File: src/rtl/core/assert_macros.svh
// Assertion macros shared by the rectangle fill core.
// Needs nothing else; define NO_ASSERTIONS to drop every check.
`ifndef ASSERT_MACROS_SVH
`define ASSERT_MACROS_SVH

`ifndef NO_ASSERTIONS

// Property that must hold at every clock edge outside reset.
`define ASSERT_AT(lbl, clk, rst_n, prop) \
  lbl: assert property (@(posedge clk) disable iff (!rst_n) (prop)) \
    else $error("property violated");

// Consequent must hold in the cycle after the antecedent.
`define ASSERT_NEXT(lbl, clk, rst_n, ante, cons) \
  lbl: assert property (@(posedge clk) disable iff (!rst_n) (ante) |=> (cons)) \
    else $error("next-cycle property violated");

`else

`define ASSERT_AT(lbl, clk, rst_n, prop)

`define ASSERT_NEXT(lbl, clk, rst_n, ante, cons)

`endif

`endif

File: src/rtl/core/tpfb_pkg.sv
// Shared types, constants and helper functions of the rectangle fill core.
// No dependencies.
package tpfb_pkg;

  localparam int PANEL_SHORT_SIDE = 128;
  localparam int PANEL_LONG_SIDE  = 256;
  localparam int PLANE_BYTES      = 4096;

  localparam int COORD_W = 9;
  localparam int EXT_W   = COORD_W + 1;
  localparam int IDX_W   = 12;
  localparam int ADDR_W  = $clog2(PLANE_BYTES);

  localparam int PIX_MAX  = PANEL_SHORT_SIDE * PANEL_LONG_SIDE;
  localparam int BITS_MAX = PLANE_BYTES * 8;
  localparam int LIN_MAX0 = (PIX_MAX > BITS_MAX) ? PIX_MAX : BITS_MAX;
  localparam int LIN_MAX  = (LIN_MAX0 > 1024) ? LIN_MAX0 : 1024;
  localparam int LIN_W    = $clog2(LIN_MAX) + 1;
  localparam int IDX_CMP_W = (IDX_W > ADDR_W) ? IDX_W + 1 : ADDR_W + 1;

  localparam logic [1:0] COLOR_BLACK = 2'd1;
  localparam logic [1:0] COLOR_RED   = 2'd2;

  typedef enum logic [1:0] {
    MODE_RECT   = 2'd0,
    MODE_SCREEN = 2'd1,
    MODE_READ   = 2'd2,
    MODE_NOP    = 2'd3
  } mode_e;

  typedef enum logic [1:0] {
    ORIENT_PORTRAIT      = 2'd0,
    ORIENT_LANDSCAPE     = 2'd1,
    ORIENT_PORTRAIT_REV  = 2'd2,
    ORIENT_LANDSCAPE_REV = 2'd3
  } orient_e;

  typedef struct packed {
    mode_e              mode;
    logic [COORD_W-1:0] x_start;
    logic [COORD_W-1:0] y_start;
    logic [COORD_W-1:0] rect_width;
    logic [COORD_W-1:0] rect_height;
    logic [1:0]         color;
    logic               plane;
    logic [IDX_W-1:0]   byte_index;
  } in_item_t;

  typedef struct packed {
    logic [7:0] read_data;
    logic       rejected;
  } out_item_t;

  typedef struct packed {
    logic load;
    logic sweep_en;
    logic sweep_white;
    logic pix_rd;
    logic pix_wr;
    logic byte_rd;
  } dp_cmd_t;

  typedef struct packed {
    mode_e mode;
    logic  reject;
    logic  empty;
    logic  last_x;
    logic  last_y;
    logic  sweep_last;
  } dp_status_t;

  // Plane bit is cleared only where the pixel has that plane's color.
  function automatic logic black_fill(logic [1:0] color);
    return color != COLOR_BLACK;
  endfunction

  function automatic logic red_fill(logic [1:0] color);
    return color != COLOR_RED;
  endfunction

endpackage

File: src/rtl/core/tpfb_ctrl.sv
// Controller of the rectangle fill core: sequences the clearing pass, pixel
// read-modify-write, screen sweep and byte read. Depends on tpfb_pkg and assert_macros.svh.
`include "assert_macros.svh"

module tpfb_ctrl import tpfb_pkg::*; (
  input  logic       clk_i,
  input  logic       rst_ni,
  input  logic       start,
  input  dp_status_t status_i,
  output dp_cmd_t    cmd_o,
  output logic       busy,
  output logic       done_o
);

  typedef enum logic [7:0] {
    ST_INIT   = 8'b0000_0001,
    ST_IDLE   = 8'b0000_0010,
    ST_CHECK  = 8'b0000_0100,
    ST_PIX_RD = 8'b0000_1000,
    ST_PIX_WR = 8'b0001_0000,
    ST_FILL   = 8'b0010_0000,
    ST_READ   = 8'b0100_0000,
    ST_RESULT = 8'b1000_0000
  } state_e;

  state_e state_q, state_d;
  logic   accept;

  assign busy   = !(state_q == ST_IDLE || state_q == ST_RESULT);
  assign accept = start && !busy;
  assign done_o = state_q == ST_RESULT;

  always_comb begin
    cmd_o             = '0;
    cmd_o.load        = accept;
    cmd_o.sweep_en    = (state_q == ST_INIT) || (state_q == ST_FILL);
    cmd_o.sweep_white = state_q == ST_INIT;
    cmd_o.pix_rd      = state_q == ST_PIX_RD;
    cmd_o.pix_wr      = state_q == ST_PIX_WR;
    cmd_o.byte_rd     = state_q == ST_READ;
  end

  always_comb begin
    state_d = state_q;
    unique case (state_q)
      ST_INIT: begin
        if (status_i.sweep_last) state_d = ST_IDLE;
      end
      ST_IDLE, ST_RESULT: begin
        state_d = accept ? ST_CHECK : ST_IDLE;
      end
      ST_CHECK: begin
        unique case (status_i.mode)
          MODE_RECT:   state_d = (status_i.reject || status_i.empty) ? ST_RESULT : ST_PIX_RD;
          MODE_SCREEN: state_d = ST_FILL;
          MODE_READ:   state_d = ST_READ;
          default:     state_d = ST_RESULT;
        endcase
      end
      ST_PIX_RD: state_d = ST_PIX_WR;
      ST_PIX_WR: begin
        state_d = (status_i.last_x && status_i.last_y) ? ST_RESULT : ST_PIX_RD;
      end
      ST_FILL: begin
        if (status_i.sweep_last) state_d = ST_RESULT;
      end
      ST_READ: state_d = ST_RESULT;
      default: state_d = ST_INIT;
    endcase
  end

  always_ff @(posedge clk_i or negedge rst_ni) begin
    if (!rst_ni) begin
      state_q <= ST_INIT;
    end else begin
      state_q <= state_d;
    end
  end

  `ASSERT_NEXT(a_done_single, clk_i, rst_ni, done_o, !done_o)
  `ASSERT_NEXT(a_accept_check, clk_i, rst_ni, start && !busy, state_q == ST_CHECK)
  `ASSERT_AT(a_wr_after_rd, clk_i, rst_ni, (state_q == ST_PIX_WR) |-> ($past(state_q) == ST_PIX_RD))

endmodule

File: config.mk
export PLATFORM = sky130hd
export DESIGN_NAME = tpfb_ctrl
export DESIGN_NICKNAME = d
export VERILOG_FILES = /design/src/rtl/core/tpfb_pkg.sv /design/src/rtl/core/tpfb_ctrl.sv
export VERILOG_INCLUDE_DIRS = /design/src /design/src/rtl/core
export SDC_FILE = /design/constraint.sdc
export NUM_CORES = 1
export LEC_CHECK = 0
export ABC_CLOCK_PERIOD_IN_PS = 2600
export BUFFER_PORTS_ARGS = -buffer_cell sky130_fd_sc_hd__clkbuf_2
export CORE_AREA = 2 2 39 41
export CTS_CLUSTER_DIAMETER = 200
export DETAILED_ROUTE_END_ITERATION = 7
export DIE_AREA = 0 0 41 43
export GPL_ROUTABILITY_DRIVEN = 0
export PLACE_DENSITY = 0.68
export SLEW_MARGIN = 30
export SYNTH_ARGS = -nofsm -noshare
export SYNTH_HDL_FRONTEND = slang
export SYNTH_SLANG_ARGS = --single-unit
export TNS_END_PERCENT = 50
File: constraint.sdc
create_clock -name clk_i -period 2.6 [get_ports clk_i]
set_clock_uncertainty 0.05 [all_clocks]
set_input_delay 0.13 -clock clk_i [delete_from_list [all_inputs] [get_ports clk_i]]
set_output_delay 0.13 -clock clk_i [all_outputs]
set_load 0.05 [all_outputs]
==> results.cfg <==
[grt]
gr-total-overflow = 0
grt_usage = 0.182
grt_max_degree = 10
grt_pass1_vias = 509
antenna_found_initial = 0
grt_pass1_wl_um = 2080

[logic_synthesis]
synth.net_count = 75
synth_cell_types = 28
syn_avg_cell_area_um2 = 8.32
syn-cell-area_um2 = 541
yosysWarnings = 0
syn_inst = 65
seq_area_frac_synth = 0.373
synth-seq-cells = 8

[clocking]
cts_root_buffer = clkbuf_4
cts_max_level = 1
cts_resized = 0
clock_path_buffers = 2
clock-sinks = 8
cts_tree = yes
clkTransAtPathRegs_ns = 0.06
post_cts.repair.setup_buffers = 0
worstSkewPairLatency_ns = 0.26
cts_hold_buf = 2
cts_made_buffers = 3

[floorplan]
die_h_um = 43
dieWidth_um = 41
die_area_um2 = 1760
row_count = 14
core_um2 = 1380
initial_core_util = 0.391
ioPinCount = 18

[timing]
final_max_slew_viol_count = 0
hold_violations = 0
fin_crit_sh = 0.817
tightestPinTransition_ns = 0.444
min_period_ns = 2.12
tns_ns = 0
slew_headroom = 0.701
setup_viol = 0
rsz0062_at_grt = no
setup_ws_ns = 0.476
max_freq_ghz = 0.471

[place]
port_buffers = 17
dp_slack_ns = 0.711
dpl.hpwl_um = 916
placed_cells = 94

[pwr]
ir_drop_v = 0.000501
p_leak_nw = 0.339
finalPower_uw = 564
p_per_area_nw_per_um2 = 842

[final_layout]
syn_to_final_growth_pct = 24.1
nets = 95
top_regs = state_q (8)
largest_reg_flops = 8
drive_gt1_frac = 0.310
largest-register = state_q
fin_util = 0.485
n_antenna_cell = 0
finalNonFillerCells = 100

[critical_path]
endpoint_kind = primary output
cp.arrival_ns = 1.94
cp-start-kind = register
r2r_setup_slack_ns = 0.69
required_ns = 2.42
worstPathMaxFanout = 9
critPathKind = register to primary output

[drt]
dr.pass1.iters = 3
drc = 0
wl_per_cell_um = 11.6
routed_wl_um = 1160
viasPerCell = 5.17
postRouteAntennaNets = 0
vias = 517
drt-initial-drc-count = 19

[outcome]
status = finished clean

[worst_hold_path]
hold_path_class = input port to register

[flow_run]
max_cap_violations = 0
==> report_power, final <==
part	total (mW)	leakage [nW]	internal (mW)	switching [mW]
registers	0.178	0.107	0.148	0.0300
clock network	0.104	0.0150	0.0589	0.0449
logic	0.282	0.218	0.0924	0.190
==> final timing paths <==
path | startpoint | end | cells past startpoint
setup / recovery | state_q[6]$_DFFE_PN0P_ | cmd_o[3] | 4
setup reg to reg | state_q[5]$_DFFE_PN0P_ | state_q[5]$_DFFE_PN0P_ | 4
max in group asynchronous | rst_ni | state_q[0]$_DFFE_PN1P_ | 2
min in group asynchronous | rst_ni | state_q[3]$_DFFE_PN0P_ | 2
hold reg to reg | state_q[3]$_DFFE_PN0P_ | state_q[4]$_DFFE_PN0P_ | 1
hold / removal | status_i[5] | state_q[6]$_DFFE_PN0P_ | 2
==> metrics by stage <==
step                      hold slack, ns  area [um^2]
after floorplan                   -0.216          546
after global placement           -0.0619          624
after detailed placement         -0.0583          624
after CTS                         0.0402          671
after global routing              0.0581          671
final                             0.0483          671
==> cell usage after synthesis, drive strengths merged <==
master / n / share of area
a31oi: 1 / 0.012
xnor2: 1 / 0.016
clkbuf: 2 / 0.014
a211oi: 1 / 0.014
buf: 2 / 0.035
nor3: 4 / 0.037
a22o: 2 / 0.035
nor3b: 2 / 0.028
nor2: 11 / 0.076
dfrtp: 7 / 0.32
nor4: 2 / 0.023
dfstp: 1 / 0.049
inv: 2 / 0.014
a21o: 1 / 0.014
nand3: 3 / 0.028
o21ai: 2 / 0.019
nand2b: 1 / 0.012
o21ba: 1 / 0.019
or4: 2 / 0.042
nand2: 6 / 0.042
a21oi: 1 / 0.0093
and3: 4 / 0.046
nand4b: 1 / 0.016
and4: 1 / 0.016
xor2: 3 / 0.049
o211ai: 1 / 0.014
==> layout make-up <==
class	instances	area, um^2
multi-input combinational	51	310
inverter	2	7.51
timing repair buffer	19	105
tap	16	20.0
fill	141	713
sequential	8	201
clock buffer	4	26.3
==> cells in the final DEF, fill, tap and decap left out, drive strengths merged <==
cell,instances
o211ai,1
dlygate4sd3,2
o21ba,1
a21o,1
and4,1
a31oi,1
inv,2
or4,2
xnor2,1
nand3,3
clkbuf,21
nand2b,1
dfrtp,7
a211oi,1
nor4,2
dfstp,1
a21oi,1
nand4b,1
o21ai,2
nor3,4
a22o,2
nand2,6
nor3b,2
and3,4
xor2,3
nor2,11
==> critical path: stages, from the launching register on <==
cell      delay, ns
dfrtp_1        0.47
nor4_1         0.46
nand2_1        0.17
nor3b_2        0.25
clkbuf_2       0.32
==> routing by layer <==
| metal | share of wire | vias up | GRT usage |
|---|---|---|---|
| met4 | 0.038 | 0 | 0.160 |
| met3 | 0.027 | 4 | 0.0157 |
| met1 | 0.47 | 229 | 0.234 |
| li1 | - | 274 | - |
| met2 | 0.47 | 10 | 0.256 |
| met5 | 0 | - | 0 |
==> cell families after synthesis <==
| logic type | share of synthesized area |
|---|---|
| AOI/OAI and AO/OA | 0.134 |
| xor gates and xnor gates | 0.0648 |
| buffers and inverters | 0.0625 |
| DFF | 0.373 |
| and+or+nand+nor | 0.366 |
No activity file was read; power rests on OpenSTA's default activity.
